<file path="src/rtl/core/cpio_pkg.sv">
package cpio_pkg;

    localparam int unsigned HDR_LEN     = 110;
    localparam int unsigned MAGIC_LEN   = 6;
    localparam int unsigned TRAILER_LEN = 11;

    localparam logic [7:0] MAGIC_BYTES [MAGIC_LEN] = '{
        8'h30, 8'h37, 8'h30, 8'h37, 8'h30, 8'h31
    };

    // "TRAILER!!!" and its terminating NUL
    localparam logic [7:0] TRAILER_BYTES [TRAILER_LEN] = '{
        8'h54, 8'h52, 8'h41, 8'h49, 8'h4C, 8'h45, 8'h52, 8'h21, 8'h21, 8'h21, 8'h00
    };

    localparam logic [7:0] CHAR_ZERO  = 8'h30;
    localparam logic [7:0] CHAR_UPPER_A = 8'h41;
    localparam logic [7:0] CHAR_UPPER_F = 8'h46;
    localparam logic [4:0] HEX_A_VALUE  = 5'd10;

    // header field slots that are kept
    localparam logic [3:0] FLD_INO      = 4'd0;
    localparam logic [3:0] FLD_MODE     = 4'd1;
    localparam logic [3:0] FLD_FILESIZE = 4'd6;
    localparam logic [3:0] FLD_NAMESIZE = 4'd11;

    localparam logic [2:0] CLS_HEADER   = 3'd0;
    localparam logic [2:0] CLS_NAME     = 3'd1;
    localparam logic [2:0] CLS_NAMEPAD  = 3'd2;
    localparam logic [2:0] CLS_DATA     = 3'd3;
    localparam logic [2:0] CLS_DATAPAD  = 3'd4;
    localparam logic [2:0] CLS_END      = 3'd5;

    typedef enum logic [2:0] {
        PH_HEADER,
        PH_NAME,
        PH_NAMEPAD,
        PH_DATA,
        PH_DATAPAD,
        PH_END
    } t_phase;

    typedef struct packed {
        logic [7:0] byte_value;
    } t_byte;

    typedef struct packed {
        logic [2:0]  byte_class;
        logic [7:0]  byte_echo;
        logic [15:0] file_number;
        logic        data_last;
        logic        record_valid;
        logic        is_trailer;
        logic [31:0] inode_number;
        logic [31:0] file_mode;
        logic [31:0] data_size;
        logic [31:0] name_length;
        logic        bad_magic;
    } t_record;

endpackage

</file>
<file path="src/rtl/core/cpio_if.sv">
interface cpio_byte_if;
    logic           valid;
    logic           ready;
    cpio_pkg::t_byte data;

    modport source (output valid, output data, input ready);
    modport sink (input valid, input data, output ready);
endinterface

interface cpio_record_if;
    logic              valid;
    logic              ready;
    cpio_pkg::t_record data;

    modport source (output valid, output data, input ready);
    modport sink (input valid, input data, output ready);
endinterface

</file>
<file path="src/rtl/core/cpio_newc_archive_walker_top.sv">
// Channel   Dir  Modport  Word
// i_in      in   sink     one archive byte (byte_value)
// o_out     out  source   byte class, echo, member number and header record
//
// Each byte is worked on in the cycle it is accepted; its word is registered into a
// two-entry output buffer and leaves from there, so one byte is taken every cycle unless the buffer is full.
// Input ready drops only while both buffer entries are full.
// Reset (i_rst_n low at a clock edge) returns the walker to the first header
// byte and empties the output buffer.
module cpio_newc_archive_walker_top (
    input  logic                 i_clk,
    input  logic                 i_rst_n,
    cpio_byte_if.sink            i_in,
    cpio_record_if.source        o_out
);

    cpio_pkg::t_phase r_phase, n_phase;
    logic [31:0] r_region, n_region;
    logic [31:0] r_accum, n_accum;
    logic [31:0] r_ino, n_ino;
    logic [31:0] r_mode, n_mode;
    logic [31:0] r_size, n_size;
    logic [31:0] r_namesize, n_namesize;
    logic [3:0]  r_tr_idx, n_tr_idx;
    logic        r_tr_ok, n_tr_ok;
    logic [15:0] r_member, n_member;
    logic        r_halt, n_halt;

    // output buffer: entry 0 is the head
    cpio_pkg::t_record r_q0, n_q0, r_q1, n_q1;
    logic r_v0, n_v0, r_v1, n_v1;

    logic [7:0]  w_c;
    logic        w_put, w_take;
    logic [6:0]  w_j;
    logic [31:0] w_digit, w_base, w_acc;
    logic [3:0]  w_fld;
    logic [1:0]  w_name_pad, w_data_pad;
    // where the walk goes after the name (and after any name pad)
    cpio_pkg::t_phase w_ed_phase, w_an_phase;
    logic [31:0] w_ed_region, w_an_region;
    logic        w_ed_next, w_an_next;

    cpio_pkg::t_record w_res;
    logic [2:0] w_cls;
    logic       w_dl, w_rv, w_tr, w_ok_new;
    logic [3:0] w_idx_new;

    assign w_c    = i_in.data.byte_value;
    assign w_put  = i_in.valid && i_in.ready;
    assign w_take = r_v0 && o_out.ready;

    assign i_in.ready  = !r_v1;
    assign o_out.valid = r_v0;
    assign o_out.data  = r_q0;

    // hex field accumulation
    assign w_j     = r_region[6:0] - 7'(cpio_pkg::MAGIC_LEN);
    assign w_fld   = w_j[6:3];
    assign w_digit = (w_c >= cpio_pkg::CHAR_UPPER_A && w_c <= cpio_pkg::CHAR_UPPER_F)
                   ? 32'(w_c - cpio_pkg::CHAR_UPPER_A) + 32'(cpio_pkg::HEX_A_VALUE)
                   : 32'(w_c) - 32'(cpio_pkg::CHAR_ZERO);
    assign w_base  = (w_j[2:0] == 3'd0) ? 32'd0 : r_accum;
    assign w_acc   = (w_base << 4) + w_digit;

    // pads count from archive start: header is 110 bytes, i.e. 2 mod 4
    assign w_name_pad = 2'd0 - (2'd2 + r_namesize[1:0]);
    assign w_data_pad = 2'd0 - r_size[1:0];

    always_comb begin
        if (r_size != 32'd0) begin
            w_ed_phase  = cpio_pkg::PH_DATA;
            w_ed_region = r_size;
            w_ed_next   = 1'b0;
        end else begin
            w_ed_phase  = cpio_pkg::PH_HEADER;
            w_ed_region = 32'd0;
            w_ed_next   = 1'b1;
        end
        if (w_name_pad != 2'd0) begin
            w_an_phase  = cpio_pkg::PH_NAMEPAD;
            w_an_region = 32'(w_name_pad);
            w_an_next   = 1'b0;
        end else begin
            w_an_phase  = w_ed_phase;
            w_an_region = w_ed_region;
            w_an_next   = w_ed_next;
        end
    end

    assign w_ok_new  = (r_tr_idx < 4'(cpio_pkg::TRAILER_LEN))
                     ? (r_tr_ok && (w_c == cpio_pkg::TRAILER_BYTES[r_tr_idx]))
                     : r_tr_ok;
    assign w_idx_new = (r_tr_idx < 4'(cpio_pkg::TRAILER_LEN)) ? r_tr_idx + 4'd1 : r_tr_idx;

    // walker next state
    always_comb begin
        n_phase    = r_phase;
        n_region   = r_region;
        n_accum    = r_accum;
        n_ino      = r_ino;
        n_mode     = r_mode;
        n_size     = r_size;
        n_namesize = r_namesize;
        n_tr_idx   = r_tr_idx;
        n_tr_ok    = r_tr_ok;
        n_member   = r_member;
        n_halt     = r_halt;
        w_cls      = cpio_pkg::CLS_END;
        w_dl       = 1'b0;
        w_rv       = 1'b0;
        w_tr       = 1'b0;

        if (w_put && !r_halt) begin
            unique case (r_phase)
                cpio_pkg::PH_HEADER: begin
                    w_cls = cpio_pkg::CLS_HEADER;
                    if (r_region < 32'(cpio_pkg::MAGIC_LEN)) begin
                        if (w_c != cpio_pkg::MAGIC_BYTES[r_region[2:0]]) begin
                            n_halt  = 1'b1;
                            n_phase = cpio_pkg::PH_END;
                        end else begin
                            n_region = r_region + 32'd1;
                        end
                    end else begin
                        n_accum = w_acc;
                        if (w_j[2:0] == 3'd7) begin
                            if (w_fld == cpio_pkg::FLD_INO)      n_ino      = w_acc;
                            if (w_fld == cpio_pkg::FLD_MODE)     n_mode     = w_acc;
                            if (w_fld == cpio_pkg::FLD_FILESIZE) n_size     = w_acc;
                            if (w_fld == cpio_pkg::FLD_NAMESIZE) n_namesize = w_acc;
                        end
                        if (r_region == 32'(cpio_pkg::HDR_LEN - 1)) begin
                            if (r_namesize == 32'd0) begin
                                w_rv     = 1'b1;
                                n_phase  = w_an_phase;
                                n_region = w_an_region;
                                if (w_an_next) n_member = r_member + 16'd1;
                            end else begin
                                n_phase  = cpio_pkg::PH_NAME;
                                n_region = r_namesize;
                                n_tr_idx = 4'd0;
                                n_tr_ok  = 1'b1;
                            end
                        end else begin
                            n_region = r_region + 32'd1;
                        end
                    end
                end
                cpio_pkg::PH_NAME: begin
                    w_cls    = cpio_pkg::CLS_NAME;
                    n_tr_idx = w_idx_new;
                    n_tr_ok  = w_ok_new;
                    n_region = r_region - 32'd1;
                    if (r_region == 32'd1) begin
                        w_rv = 1'b1;
                        w_tr = w_ok_new && (w_idx_new >= 4'(cpio_pkg::TRAILER_LEN));
                        if (w_tr) begin
                            n_phase = cpio_pkg::PH_END;
                        end else begin
                            n_phase  = w_an_phase;
                            n_region = w_an_region;
                            if (w_an_next) n_member = r_member + 16'd1;
                        end
                    end
                end
                cpio_pkg::PH_NAMEPAD: begin
                    w_cls    = cpio_pkg::CLS_NAMEPAD;
                    n_region = r_region - 32'd1;
                    if (r_region == 32'd1) begin
                        n_phase  = w_ed_phase;
                        n_region = w_ed_region;
                        if (w_ed_next) n_member = r_member + 16'd1;
                    end
                end
                cpio_pkg::PH_DATA: begin
                    w_cls    = cpio_pkg::CLS_DATA;
                    n_region = r_region - 32'd1;
                    if (r_region == 32'd1) begin
                        w_dl = 1'b1;
                        if (w_data_pad != 2'd0) begin
                            n_phase  = cpio_pkg::PH_DATAPAD;
                            n_region = 32'(w_data_pad);
                        end else begin
                            n_phase  = cpio_pkg::PH_HEADER;
                            n_region = 32'd0;
                            n_member = r_member + 16'd1;
                        end
                    end
                end
                cpio_pkg::PH_DATAPAD: begin
                    w_cls    = cpio_pkg::CLS_DATAPAD;
                    n_region = r_region - 32'd1;
                    if (r_region == 32'd1) begin
                        n_phase  = cpio_pkg::PH_HEADER;
                        n_region = 32'd0;
                        n_member = r_member + 16'd1;
                    end
                end
                default: begin
                    w_cls = cpio_pkg::CLS_END;
                end
            endcase
        end
    end

    always_comb begin
        w_res.byte_class   = w_cls;
        w_res.byte_echo    = w_c;
        w_res.file_number  = r_member;
        w_res.data_last    = w_dl;
        w_res.record_valid = w_rv;
        w_res.is_trailer   = w_tr;
        w_res.inode_number = w_rv ? r_ino : 32'd0;
        w_res.file_mode    = w_rv ? r_mode : 32'd0;
        w_res.data_size    = w_rv ? r_size : 32'd0;
        w_res.name_length  = w_rv ? r_namesize : 32'd0;
        w_res.bad_magic    = n_halt;
    end

    // output buffer: drop the head when taken, then push the new word
    always_comb begin
        n_q0 = r_q0;
        n_q1 = r_q1;
        n_v0 = r_v0;
        n_v1 = r_v1;
        if (w_take) begin
            n_q0 = r_q1;
            n_v0 = r_v1;
            n_v1 = 1'b0;
        end
        if (w_put) begin
            if (!n_v0) begin
                n_q0 = w_res;
                n_v0 = 1'b1;
            end else begin
                n_q1 = w_res;
                n_v1 = 1'b1;
            end
        end
    end

    always_ff @(posedge i_clk) begin
        if (!i_rst_n) begin
            r_phase    <= cpio_pkg::PH_HEADER;
            r_region   <= 32'd0;
            r_accum    <= 32'd0;
            r_ino      <= 32'd0;
            r_mode     <= 32'd0;
            r_size     <= 32'd0;
            r_namesize <= 32'd0;
            r_tr_idx   <= 4'd0;
            r_tr_ok    <= 1'b1;
            r_member   <= 16'd0;
            r_halt     <= 1'b0;
            r_v0       <= 1'b0;
            r_v1       <= 1'b0;
        end else begin
            r_phase    <= n_phase;
            r_region   <= n_region;
            r_accum    <= n_accum;
            r_ino      <= n_ino;
            r_mode     <= n_mode;
            r_size     <= n_size;
            r_namesize <= n_namesize;
            r_tr_idx   <= n_tr_idx;
            r_tr_ok    <= n_tr_ok;
            r_member   <= n_member;
            r_halt     <= n_halt;
            r_v0       <= n_v0;
            r_v1       <= n_v1;
        end
    end

    always_ff @(posedge i_clk) begin
        r_q0 <= n_q0;
        r_q1 <= n_q1;
    end

endmodule
</file>
<file path="src/flat_wrapper.sv">
// flat-port wrapper written by rule: the top's interface ports become plain ports
module cpio_newc_archive_walker_top_flat 
  (i_clk, i_rst_n, i_in_valid, i_in_data, i_in_ready, o_out_valid, o_out_data, o_out_ready);
  cpio_byte_if i_in_i ();
  cpio_record_if o_out_i ();
  input  logic i_clk;
  input  logic i_rst_n;
  input wire logic [$bits(i_in_i.valid)-1:0] i_in_valid;
  input wire logic [$bits(i_in_i.data)-1:0] i_in_data;
  output wire logic [$bits(i_in_i.ready)-1:0] i_in_ready;
  output wire logic [$bits(o_out_i.valid)-1:0] o_out_valid;
  output wire logic [$bits(o_out_i.data)-1:0] o_out_data;
  input wire logic [$bits(o_out_i.ready)-1:0] o_out_ready;
  assign i_in_i.valid = i_in_valid;
  assign i_in_i.data = i_in_data;
  assign i_in_ready = i_in_i.ready;
  assign o_out_valid = o_out_i.valid;
  assign o_out_data = o_out_i.data;
  assign o_out_i.ready = o_out_ready;
  cpio_newc_archive_walker_top u_core (.i_clk(i_clk), .i_rst_n(i_rst_n), .i_in(i_in_i), .o_out(o_out_i));
endmodule
</file>
<file path="config.mk">
export PLATFORM = sky130hd
export DESIGN_NAME = cpio_newc_archive_walker_top_flat
export DESIGN_NICKNAME = d
export VERILOG_FILES = /design/src/rtl/core/cpio_pkg.sv /design/src/rtl/core/cpio_if.sv /design/src/rtl/core/cpio_newc_archive_walker_top.sv /design/src/flat_wrapper.sv
export SDC_FILE = /design/constraint.sdc
export NUM_CORES = 1
export LEC_CHECK = 0
export BUFFER_PORTS_ARGS = -buffer_cell sky130_fd_sc_hd__clkbuf_2
export CAP_MARGIN = 25
export CORE_ASPECT_RATIO = 1.2
export CORE_MARGIN = 5
export CORE_UTILIZATION = 55
export DETAILED_ROUTE_END_ITERATION = 10
export PLACE_DENSITY = 0.76
export SYNTH_ARGS = -nofsm -noshare
export SYNTH_HDL_FRONTEND = slang
export SYNTH_SLANG_ARGS = --single-unit
</file>
<file path="constraint.sdc">
create_clock -name i_clk -period 10.6 [get_ports i_clk]
set_input_delay 2.65 -clock i_clk [delete_from_list [all_inputs] [get_ports i_clk]]
set_output_delay 2.65 -clock i_clk [all_outputs]
set_load 0.03 [all_outputs]
</file>
==> results of run 1 <==
-- routing by layer --
layer  vias up  track usage  part of all wire
met3       212       0.0595             0.083
li1      10153            -                 -
met5         -            0           0.00022
met1     10294        0.388              0.41
met2       947        0.475              0.46
met4         2        0.137             0.051
-- state kept, by name (all words and copies together), names as in the netlist --
signal,count
u_core.r_mode,32
u_core.r_region,32
u_core.o_out.valid,1
u_core.r_namesize,32
u_core.o_out.data,159
u_core.r_v1,1
u_core.r_tr_idx,4
u_core.r_phase,3
u_core.r_accum,28
u_core.r_member,16
u_core.r_size,32
u_core.r_ino,32
u_core.r_halt,1
u_core.r_q1,159
u_core.r_tr_ok,1
-- worst max-delay path: stages --
cell	delay, ns
clkbuf_2	0.15
inv_1	0.15
ha_1	0.20
nor3b_1	0.33
inv_1	0.12
a21boi_1	0.62
and3_1	0.25
o21ai_0	0.15
nand2b_1	0.19
ha_1	0.28
a21oi_1	0.26
ha_1	0.29
and3_1	0.20
and2_1	0.19
nand2_1	0.10
o32a_1	0.38
a311oi_1	0.37
o21ai_1	0.20
a221o_1	0.42
a221oi_1	0.30
-- metrics by stage --
stage	power [mW]	hold slack, ns	utilization
2_1_floorplan	2.71	0.426	-
3_3_place_gp	2.91	0.438	0.582
3_5_place_dp	2.92	0.443	0.582
4_1_cts	4.75	0.451	0.619
5_1_grt	4.92	0.463	0.620
6_report	4.74	0.449	0.620
-- worst max-delay path by stage --
stage / start / end / slack (ns)
global placement: i_in_data[0] / u_core.r_size[31]$_SDFFE_PN0P_ / 2.86
global route: i_in_data[0] / u_core.r_size[31]$_SDFFE_PN0P_ / 2.82
CTS: i_in_data[0] / u_core.r_size[31]$_SDFFE_PN0P_ / 3.35
floorplan: o_out_ready / u_core.r_q1[0]$_DFFE_PP_ / 0.44
finish: i_in_data[0] / u_core.r_size[31]$_SDFFE_PN0P_ / 3.29
detailed placement: i_in_data[0] / u_core.r_size[31]$_SDFFE_PN0P_ / 2.74
-- cell type report --
type                            count  area [sq um]  area share
Inverter                           39           148     0.00515
Multi-Input combinational cell   2036         12600       0.439
Tap cell                          616           771      0.0269
Sequential cell                   533         12300       0.428
Clock inverter                     21           183     0.00638
Antenna cell                        1          2.50   0.0000874
Timing Repair Buffer              210          1190      0.0416
Clock buffer                       76          1520      0.0529
-- power groups by stage --
stage / logic (mW) / clock network [mW] / registers [mW]
finish: 0.670 / 1.85 / 2.23
global placement: 0.643 / 0 / 2.26
CTS: 0.656 / 1.87 / 2.22
detailed placement: 0.654 / 0 / 2.27
global route: 0.719 / 1.96 / 2.23
floorplan: 0.407 / 0 / 2.31
-- placed cells by master (no fill, tap or decap), drive strengths merged, types with 6 or more instances in the layout --
master / n
a211oi: 35
and2: 163
nand2: 391
o21ai: 263
or2: 12
clkbuf: 249
a21oi: 210
xnor2: 55
o22ai: 8
mux2i: 179
a221oi: 16
a222oi: 8
nor2b: 10
and4: 9
a22oi: 9
nor3: 35
a21o: 18
clkinv: 15
inv: 41
and3: 41
or3: 11
xor2: 37
o2111ai: 6
nand4: 29
buf: 36
or4: 11
edfxtp: 159
nand2b: 22
o311ai: 19
nand3: 88
a31oi: 24
o21bai: 10
ha: 59
dfxtp: 374
o31ai: 8
nand3b: 6
nor2: 150
nor4: 31
a21boi: 8
-- cell usage after synthesis (37+ instances only) --
library cell,number,area [sq um]
and2_1,163,1020
edfxtp_1,159,4770
nand3_1,87,435
nor2_1,148,556
a21oi_1,208,1040
nand2_1,391,1470
mux2i_1,179,1790
ha_1,59,738
xor2_1,37,324
clkbuf_1,151,567
o21ai_0,127,636
and3_1,40,250
o21ai_1,135,676
inv_1,39,146
xnor2_1,55,482
dfxtp_1,374,7490
-- kinds of logic (layout without fill, tap and decap cells) --
| logic type | after synthesis | after routing | share of synthesized area |
|---|---|---|---|
| AOI/OAI and AO/OA | 687 | 687 | 0.159 |
| xor gates and xnor gates | 92 | 92 | 0.0313 |
| adders and majority gates | 60 | 60 | 0.0294 |
| buffers and inverters | 241 | 346 | 0.0378 |
| DFF | 533 | 533 | 0.476 |
| muxes | 179 | 179 | 0.0696 |
| other | 0 | 1 | 0 |
| and+or+nand+nor | 1018 | 1018 | 0.197 |
==> load_flow_metrics.sql, run 1 <==
INSERT INTO impl_metrics (metric_group, metric, value, unit) VALUES
('timing', 'achievable-frequency', '0.137', 'GHz'),
('power_and_ir_drop', 'p_int', '3.39', 'mW'),
('critical_path', 'crit_path_end_kind', 'flop', ''),
('clock_tree', 'post_cts_buffers', '0', ''),
('critical_path', 'length_in_cells_of_the_worst_reg_to_reg_path', '14', ''),
('global_routing', 'overall_global_routing_usage', '0.296', ''),
('power_and_ir_drop', 'power_density', '166', 'mW/mm^2'),
('power_and_ir_drop', 'clk_pwr_share', '0.389', ''),
('place', 'io_buffer_count', '172', ''),
('global_routing', 'grt_start_max_net_pins', '111', ''),
('clock_tree', 'tritoncts.num_buffers', '52', ''),
('timing', 'final_critical_path_setup_slack', '3.29', 'ns'),
('synth', 'ys_warn_count', '0', ''),
('hold_path', 'timing.hold.worst.class', 'flop to flop', ''),
('layout', 'share_of_layout_cells_above_drive_strength_1', '0.114', ''),
('timing', 'slew_violations', '0', ''),
('synth', 'ys_types', '84', ''),
('outcome', 'outcome', 'complete, no violations', ''),
('floorplanning', 'row_count', '86', ''),
('critical_path', 'r2r-start', 'u_core.r_region[2]$_SDFFE_PN0P_', ''),
('synth', 'mappedNetlistNets', '2882', ''),
('routing', 'drc_errors', '0', ''),
('place', 'dp.cells', '3430', ''),
('hold_path', 'hold-path-endpoint', 'u_core.r_accum[5]$_SDFFE_PN0P_', ''),
('power_and_ir_drop', 'power.share.switching', '0.284', ''),
('timing', 'worst_slew_margin_rel', '0.243', ''),
('critical_path', 'timing.critical_path.from_type', 'input port', ''),
('clock_tree', 'hold_buffers', '0', ''),
('synth', 'number_of_instances_in_the_synthesized_netlist', '2810', ''),
('place', 'place.gp.congestion', '0.995', ''),
('power_and_ir_drop', 'power_leakage', '11.5', 'nW'),
('global_routing', 'gr-total-overflow', '0', ''),
('synth', 'yosysSeqAreaShare', '0.476', ''),
('floorplanning', 'die_height', '247', 'microns'),
('routing', 'final_antenna_net_count', '0', ''),
('timing', 'final-hold-violation-count', '0', ''),
('global_routing', 'antenna_violations_before_repair', '2', ''),
('clock_tree', 'clkSlewWorstSetupHoldPaths', '0.06', 'ns'),
('timing', 'finalCriticalPeriod', '7.31', 'ns'),
('global_routing', 'grt_pass1_vias', '20897', ''),
('critical_path', 'required', '11.10', 'ns'),
('timing', 'setup_violations', '0', ''),
('power_and_ir_drop', 'maximum_vdd_ir_drop', '0.146', 'mV'),
('synth', 'asyncSetResetFlopFracSynth', '0', ''),
('floorplanning', 'coreArea', '0.0462', 'sq mm'),
('place', 'postPlaceCellArea', '0.0269', 'sq mm'),
('routing', 'wl_per_cell', '22.2', 'microns'),
('flow_run', 'maxCapViolCount', '0', ''),
('critical_path', 'timing.critical_path.fanout_max', '10', ''),
('critical_path', 'rrSetupSlack', '5.99', 'ns'),
('clock_tree', 'tritoncts', 'yes', ''),
('hold_path', 'startpoint_of_the_tightest_hold_check_path', 'u_core.r_accum[5]$_SDFFE_PN0P_', ''),
('timing', 'unrepaired_setup_endpoints_after_global_routing', 'no', ''),
('timing', 'clock_skew', '0.0269', 'ns'),
('place', 'placement.setup.worst_slack', '2.74', 'ns'),
('clock_tree', 'clock_sink_count', '533', ''),
('timing', 'tightest_slew', '1.12', 'ns'),
('hold_path', 'hold-path-cell-count', '2', ''),
('timing', 'layout_worst_path_cycle_share', '0.690', ''),
('critical_path', 'worstSetupPathType', 'input port to flop', ''),
('floorplanning', 'die_x', '208', 'microns'),
('routing', 'routed-via-count', '21608', ''),
('clock_tree', 'cts_repair_resize_count', '0', ''),
('floorplanning', 'full_die_area', '0.0513', 'sq mm'),
('critical_path', 'cp.arrival', '7.82', 'ns'),
('place', 'dp_hpwl', '53900', 'microns'),
('power_and_ir_drop', 'pwr-share-seq', '0.469', ''),
('floorplanning', 'start_util', '0.558', ''),
('power_and_ir_drop', 'netSwitchingPower', '1.35', 'mW'),
('synth', 'synthesis_stage_register_bit_count', '533', ''),
('clock_tree', 'htreeDepth', '2', '');
Power figures use the tool's default switching activity.
==> inputs of run 2 (changes only) <==
Clock period 10.6 ns to 5.9 ns, I/O delays scaled along.
==> run 2 against run 1 <==
Compared with the run above: core utilization up 1.2 points; clock skew decreased by 0.0087 ns; total power up 82%; final cell count increased by 1.7%; via count is 1.4% higher; hold slack got worse by 0.0018 ns; non-clock buffer count rose by 63.
==> load_flow_metrics.sql, run 2 (synthesized netlist as in run 1, its figures left out) <==
INSERT INTO impl_metrics (metric_group, metric, value, unit) VALUES
('outcome', 'outcome', 'complete, no violations', ''),
('timing', 'setup_total_negative_slack', '0', 'ns'),
('layout', 'layout.cells.most_common_list', 'nand2_1, dfxtp_1, a21oi_1', ''),
('floorplanning', 'coreArea', '0.0462', 'sq mm'),
('critical_path', 'cp.arrival', '6.00', 'ns'),
('global_routing', 'grt_pass1_wl', '121000', 'microns'),
('clock_tree', 'clock_tree.root_cell', 'clkbuf_16', ''),
('place', 'dp_hpwl', '55400', 'microns'),
('timing', 'slew_violations', '0', ''),
('timing', 'tightest_slew', '1.02', 'ns'),
('layout', 'areaGrowthSynthToFinish', '13.4', '%'),
('floorplanning', 'boundaryPins', '173', ''),
('flow_run', 'maxCapViolCount', '0', ''),
('clock_tree', 'clkSlewWorstSetupHoldPaths', '0.06', 'ns'),
('critical_path', 'cpMaxStageDelayCell', 'a311oi_1', ''),
('layout', 'multi_input_comb_area', '0.0126', 'sq mm'),
('place', 'io_buffer_count', '172', ''),
('clock_tree', 'clk-insertion-delay-late', '0.62', 'ns'),
('global_routing', 'antenna_violations_before_repair', '0', ''),
('global_routing', 'overall_global_routing_usage', '0.294', ''),
('routing', 'wl_per_cell', '21.9', 'microns'),
('clock_tree', 'cts_repair_resize_count', '0', ''),
('timing', 'finalCriticalPeriod', '5.50', 'ns'),
('layout', 'share_of_layout_cells_above_drive_strength_1', '0.134', ''),
('floorplanning', 'row_count', '86', ''),
('floorplanning', 'die_x', '208', 'microns'),
('timing', 'unrepaired_setup_endpoints_after_global_routing', 'no', ''),
('critical_path', 'crit_path_end_kind', 'flop', ''),
('critical_path', 'worstSetupPathType', 'input port to flop', ''),
('timing', 'achievable-frequency', '0.182', 'GHz'),
('clock_tree', 'post_cts_buffers', '0', ''),
('global_routing', 'grt_start_max_net_pins', '93', ''),
('clock_tree', 'tritoncts', 'yes', ''),
('timing', 'layout_worst_path_cycle_share', '0.932', ''),
('clock_tree', 'tritoncts.num_buffers', '51', ''),
('timing', 'setup_violations', '0', ''),
('routing', 'drc_errors', '0', ''),
('layout', 'nNetsFinal', '3006', ''),
('routing', 'routed-via-count', '21912', ''),
('global_routing', 'gr-total-overflow', '0', ''),
('floorplanning', 'die_height', '247', 'microns'),
('power_and_ir_drop', 'power_leakage', '11.9', 'nW'),
('routing', 'detail_route.first_pass.iterations', '6', ''),
('power_and_ir_drop', 'maximum_vdd_ir_drop', '0.251', 'mV'),
('power_and_ir_drop', 'power_density', '295', 'mW/mm^2'),
('global_routing', 'grt_pass1_vias', '20918', ''),
('clock_tree', 'hold_buffers', '0', ''),
('clock_tree', 'htreeDepth', '2', ''),
('layout', 'ff_latch_area', '0.0123', 'sq mm'),
('critical_path', 'timing.critical_path.fanout_max', '9', ''),
('critical_path', 'path_cells', 'clkbuf_2 > inv_1 > ha_1 > nor3b_1 > inv_1 > a21boi_2 > buf_4 > nor3_1 > o21ai_0 > buf_4 > nand2b_1 > ha_1 > a21oi_1 > ha_1 > a21oi_1 > o21ai_0 > o21ai_0 > or2_2 > a311oi_1 > o21ai_1 > a221o_1 > a221oi_1', ''),
('layout', 'layout_commonest_cell', 'nand2_1', ''),
('routing', 'final_antenna_net_count', '0', ''),
('routing', 'vias_per_cell', '6.10', ''),
('critical_path', 'required', '6.40', 'ns'),
('timing', 'clock_skew', '0.0182', 'ns'),
('hold_path', 'timing.hold.worst.class', 'flop to flop', ''),
('place', 'place.gp.congestion', '0.948', ''),
('critical_path', 'critical-path-max-stage-delay', '0.45', 'ns'),
('routing', 'totalWireLength', '78600', 'microns'),
('clock_tree', 'clock_sink_count', '533', ''),
('timing', 'worst_slew_margin_rel', '0.321', ''),
('floorplanning', 'full_die_area', '0.0513', 'sq mm'),
('timing', 'final-hold-violation-count', '0', ''),
('clock_tree', 'clockBufferDepth', '3', ''),
('routing', 'drtIter0Drc', '2256', ''),
('critical_path', 'timing.critical_path.from_type', 'input port', ''),
('floorplanning', 'start_util', '0.558', ''),
('layout', 'finalCoreUtilization', '0.632', ''),
('layout', 'n_fill_cell', '3887', '');
-- run 2: cell count changes in the layout (fill, tap and decap cells not counted), moves of 2 or more --
| cell | change |
|---|---|
| clkbuf_1 | -2 |
| buf_12 | +6 |
| clkinv_2 | +4 |
| buf_4 | +59 |
| clkinv_1 | -2 |
-- run 2: final cells by class --
cell class | instances | area share
Multi-Input combinational cell | 2036 | 0.431
Sequential cell | 533 | 0.420
Timing Repair Buffer | 273 | 0.0591
Clock buffer | 73 | 0.0512
Tap cell | 616 | 0.0264
Clock inverter | 22 | 0.00750
Inverter | 39 | 0.00506
Antenna cell | 1 | 0.0000857
-- run 2: stage by stage --
| stage | power (mW) | area [sq um] | hold slack (ns) | worst slack, ns | cells |
|---|---|---|---|---|---|
| 4_1_cts | 8.65 | 29200 | 0.448 | 0.476 | 3591 |
| 3_5_place_dp | 5.34 | 27500 | 0.441 | -0.158 | 3496 |
| 2_1_floorplan | 4.87 | 25800 | 0.426 | 0.126 | 2810 |
| 3_3_place_gp | 5.31 | 27400 | 0.436 | -0.229 | 3494 |
| 6_report | 8.61 | 29200 | 0.447 | 0.400 | 3593 |
| 5_1_grt | 8.92 | 29200 | 0.457 | 0.0919 | 3592 |
-- run 2: path summary, 6_finish.rpt --
kind	startpoint	cells past startpoint	slack, ns	to
setup / recovery	i_in_data[1]	22	0.40	u_core.r_size[31]$_SDFFE_PN0P_
hold / removal	u_core.r_ino[12]$_SDFFE_PN0P_	2	0.45	u_core.r_ino[12]$_SDFFE_PN0P_
setup reg to reg	u_core.r_region[2]$_SDFFE_PN0P_	15	1.36	u_core.r_namesize[26]$_SDFFE_PN0P_
hold reg to reg	u_core.r_ino[12]$_SDFFE_PN0P_	2	0.45	u_core.r_ino[12]$_SDFFE_PN0P_
-- run 2: per-layer routing --
| metal | part of all wire | vias to the layer above | GRT usage |
|---|---|---|---|
| li1 | - | 10271 | - |
| met1 | 0.42 | 10503 | 0.404 |
| met2 | 0.45 | 929 | 0.467 |
| met3 | 0.078 | 209 | 0.0454 |
| met4 | 0.049 | 0 | 0.127 |
| met5 | 0 | - | 0 |
-- run 2: worst max-delay path: cells and delay by family --
family,cells,cell delay (ns)
buffers and inverters,5,0.70
AOI/OAI and AO/OA,10,2.39
adders and majority gates,3,0.63
and+or+nand+nor,4,0.81
-- run 2: report_power, final --
part           total, mW  internal [mW]  switching (mW)
combinational       1.29          0.436           0.851
clock               3.33           1.87            1.46
sequential          3.99           3.88           0.111
==> inputs of run 3 (changes only) <==
Settings changed: CORE_ASPECT_RATIO 1.2 to not set.
==> run 3 against run 2 <==
Compared with the run above: register-to-register slack better by 0.24 ns; worst setup slack better by 0.073 ns; final cell count unchanged; core utilization down 0.29 points; non-clock buffer count up 2; combinational power about the same; sequential power about the same; fmax up 1.3%; largest power group unchanged.
==> load_flow_metrics.sql, run 3 (synthesized netlist as in run 1, its figures left out) <==
INSERT INTO impl_metrics (metric_group, metric, value, unit) VALUES
('outcome', 'outcome', 'complete, no violations', ''),
('timing', 'worst_hold_slack', '0.448', 'ns'),
('critical_path', 'required', '6.40', 'ns'),
('critical_path', 'timing.critical_path.fanout_max', '5', ''),
('place', 'postPlaceCellArea', '0.0274', 'sq mm'),
('clock_tree', 'tritoncts.num_buffers', '54', ''),
('timing', 'tightest_slew', '1.08', 'ns'),
('place', 'place.gp.congestion', '0.971', ''),
('layout', 'ff_latch_area', '0.0123', 'sq mm'),
('clock_tree', 'clock_tree.root_cell', 'clkbuf_16', ''),
('layout', 'finalCoreUtilization', '0.629', ''),
('routing', 'drc_errors', '0', ''),
('clock_tree', 'hold_buffers', '0', ''),
('critical_path', 'worstSetupPathType', 'input port to flop', ''),
('critical_path', 'cp.arrival', '5.93', 'ns'),
('power_and_ir_drop', 'maximum_vdd_ir_drop', '0.248', 'mV'),
('layout', 'layout.cells.most_common_list', 'nand2_1, dfxtp_1, a21oi_1', ''),
('layout', 'multi_input_comb_area', '0.0126', 'sq mm'),
('hold_path', 'timing.hold.worst.class', 'flop to flop', ''),
('timing', 'layout_worst_path_cycle_share', '0.920', ''),
('routing', 'wl_per_cell', '21.9', 'microns'),
('timing', 'unrepaired_setup_endpoints_after_global_routing', 'no', ''),
('layout', 'design_area', '0.0292', 'sq mm'),
('critical_path', 'worst_path_dominant_cell_family', 'compound AO/OA/AOI/OAI gates', ''),
('global_routing', 'overall_global_routing_usage', '0.295', ''),
('power_and_ir_drop', 'power_leakage', '11.9', 'nW'),
('routing', 'detail_route.first_pass.iterations', '6', ''),
('floorplanning', 'coreArea', '0.0465', 'sq mm'),
('global_routing', 'grt_pass1_wl', '120000', 'microns'),
('critical_path', 'crit_path_end_kind', 'flop', ''),
('layout', 'share_of_layout_cells_above_drive_strength_1', '0.135', ''),
('timing', 'finalCriticalPeriod', '5.43', 'ns'),
('critical_path', 'critical-path-max-stage-delay', '0.39', 'ns'),
('layout', 'nNetsFinal', '3011', ''),
('flow_run', 'maxCapViolCount', '0', ''),
('clock_tree', 'htreeDepth', '2', ''),
('timing', 'final-hold-violation-count', '0', ''),
('timing', 'setup_total_negative_slack', '0', 'ns'),
('routing', 'vias_per_cell', '6.13', ''),
('floorplanning', 'boundaryPins', '173', ''),
('routing', 'routed-via-count', '22033', ''),
('floorplanning', 'start_util', '0.554', ''),
('timing', 'achievable-frequency', '0.184', 'GHz'),
('routing', 'drtIter0Drc', '2603', ''),
('global_routing', 'grt_start_max_net_pins', '130', ''),
('floorplanning', 'row_count', '79', ''),
('floorplanning', 'full_die_area', '0.0513', 'sq mm'),
('routing', 'final_antenna_net_count', '0', ''),
('clock_tree', 'clock_sink_count', '533', ''),
('layout', 'layout_commonest_cell', 'nand2_1', ''),
('layout', 'n_fill_cell', '3878', ''),
('power_and_ir_drop', 'power_density', '296', 'mW/mm^2'),
('clock_tree', 'post_cts_buffers', '0', ''),
('global_routing', 'grt_pass1_vias', '20690', ''),
('floorplanning', 'die_height', '226', 'microns'),
('timing', 'setup_violations', '0', ''),
('critical_path', 'path_cells', 'clkbuf_2 > inv_1 > ha_1 > nor3b_1 > xnor2_1 > o21ai_0 > buf_4 > o31ai_1 > nand2_1 > o311ai_0 > clkdlybuf4s15_2 > a21oi_1 > ha_1 > and3_1 > nor2b_1 > nand2_1 > o32a_1 > a311oi_1 > o21ai_1 > a221o_1 > a221oi_1', ''),
('timing', 'worst_slew_margin_rel', '0.281', ''),
('clock_tree', 'clk-insertion-delay-late', '0.63', 'ns'),
('timing', 'slew_violations', '0', ''),
('critical_path', 'buffering_stage_count_on_the_worst_path_with_inverters_included', '4', ''),
('global_routing', 'gr-total-overflow', '0', ''),
('timing', 'clock_skew', '0.0253', 'ns'),
('place', 'io_buffer_count', '172', ''),
('critical_path', 'cpMaxStageDelayCell', 'a221o_1', ''),
('place', 'dp_hpwl', '54100', 'microns'),
('clock_tree', 'clkSlewWorstSetupHoldPaths', '0.06', 'ns'),
('layout', 'areaGrowthSynthToFinish', '13.6', '%'),
('critical_path', 'timing.critical_path.from_type', 'input port', ''),
('floorplanning', 'die_x', '226', 'microns'),
('clock_tree', 'cts_repair_resize_count', '0', ''),
('clock_tree', 'clockBufferDepth', '3', ''),
('routing', 'totalWireLength', '78700', 'microns'),
('clock_tree', 'tritoncts', 'yes', ''),
('global_routing', 'antenna_violations_before_repair', '1', '');
run 3: cell type report:
| type | count | share of cell area |
|---|---|---|
| Tap cell | 607 | 0.0260 |
| Inverter | 39 | 0.00505 |
| Multi-Input combinational cell | 2036 | 0.430 |
| Sequential cell | 533 | 0.419 |
| Timing Repair Buffer | 275 | 0.0599 |
| Clock inverter | 27 | 0.00783 |
| Antenna cell | 2 | 0.000171 |
| Clock buffer | 74 | 0.0519 |
run 3: path summary, 6_finish.rpt:
path / from / endpoint / slack, ns / cells past startpoint
min: u_core.r_accum[4]$_SDFFE_PN0P_ / u_core.r_accum[4]$_SDFFE_PN0P_ / 0.45 / 2
max: i_in_data[0] / u_core.r_mode[31]$_SDFFE_PN0P_ / 0.47 / 21
min reg2reg: u_core.r_accum[4]$_SDFFE_PN0P_ / u_core.r_accum[4]$_SDFFE_PN0P_ / 0.45 / 2
max reg2reg: u_core.r_region[2]$_SDFFE_PN0P_ / u_core.r_mode[31]$_SDFFE_PN0P_ / 1.60 / 14
run 3: worst register-to-register path, cell delays in order (launching register included):
cell and delay (ns):
dfxtp_1 0.58, inv_1 0.12, ha_1 0.33, nand2b_1 0.25, buf_4 0.26, and2_1 0.21, ha_1 0.36, and3_1 0.20
and3_1 0.21, nand2_1 0.09, o32a_1 0.37, a311oi_1 0.37, o21ai_1 0.13, a221o_1 0.39, a221oi_1 0.29
run 3: metrics by stage:
stage / power, mW / setup WS [ns] / instances
floorplan: 4.87 / 0.126 / 2810
global placement: 5.32 / -0.276 / 3487
detailed placement: 5.34 / -0.0941 / 3488
CTS: 8.67 / 0.536 / 3589
global route: 8.94 / 0.153 / 3592
finish: 8.65 / 0.472 / 3593
run 3: where the power goes:
group / leakage (nW) / switching [mW] / internal (mW) / total (mW)
clock network: 0.846 / 1.50 / 1.86 / 3.36
registers: 4.60 / 0.117 / 3.88 / 4.00
logic: 6.44 / 0.856 / 0.435 / 1.29
total: 11.9 / 2.47 / 6.18 / 8.65
run 3: routing by layer:
| metal | global-route usage | vias up | routed length [microns] |
|---|---|---|---|
| met5 | 0 | - | 0 |
| met4 | 0.102 | 0 | 3180 |
| met3 | 0.0647 | 206 | 7830 |
| met2 | 0.453 | 1065 | 34400 |
| met1 | 0.417 | 10459 | 33300 |
| li1 | - | 10303 | - |
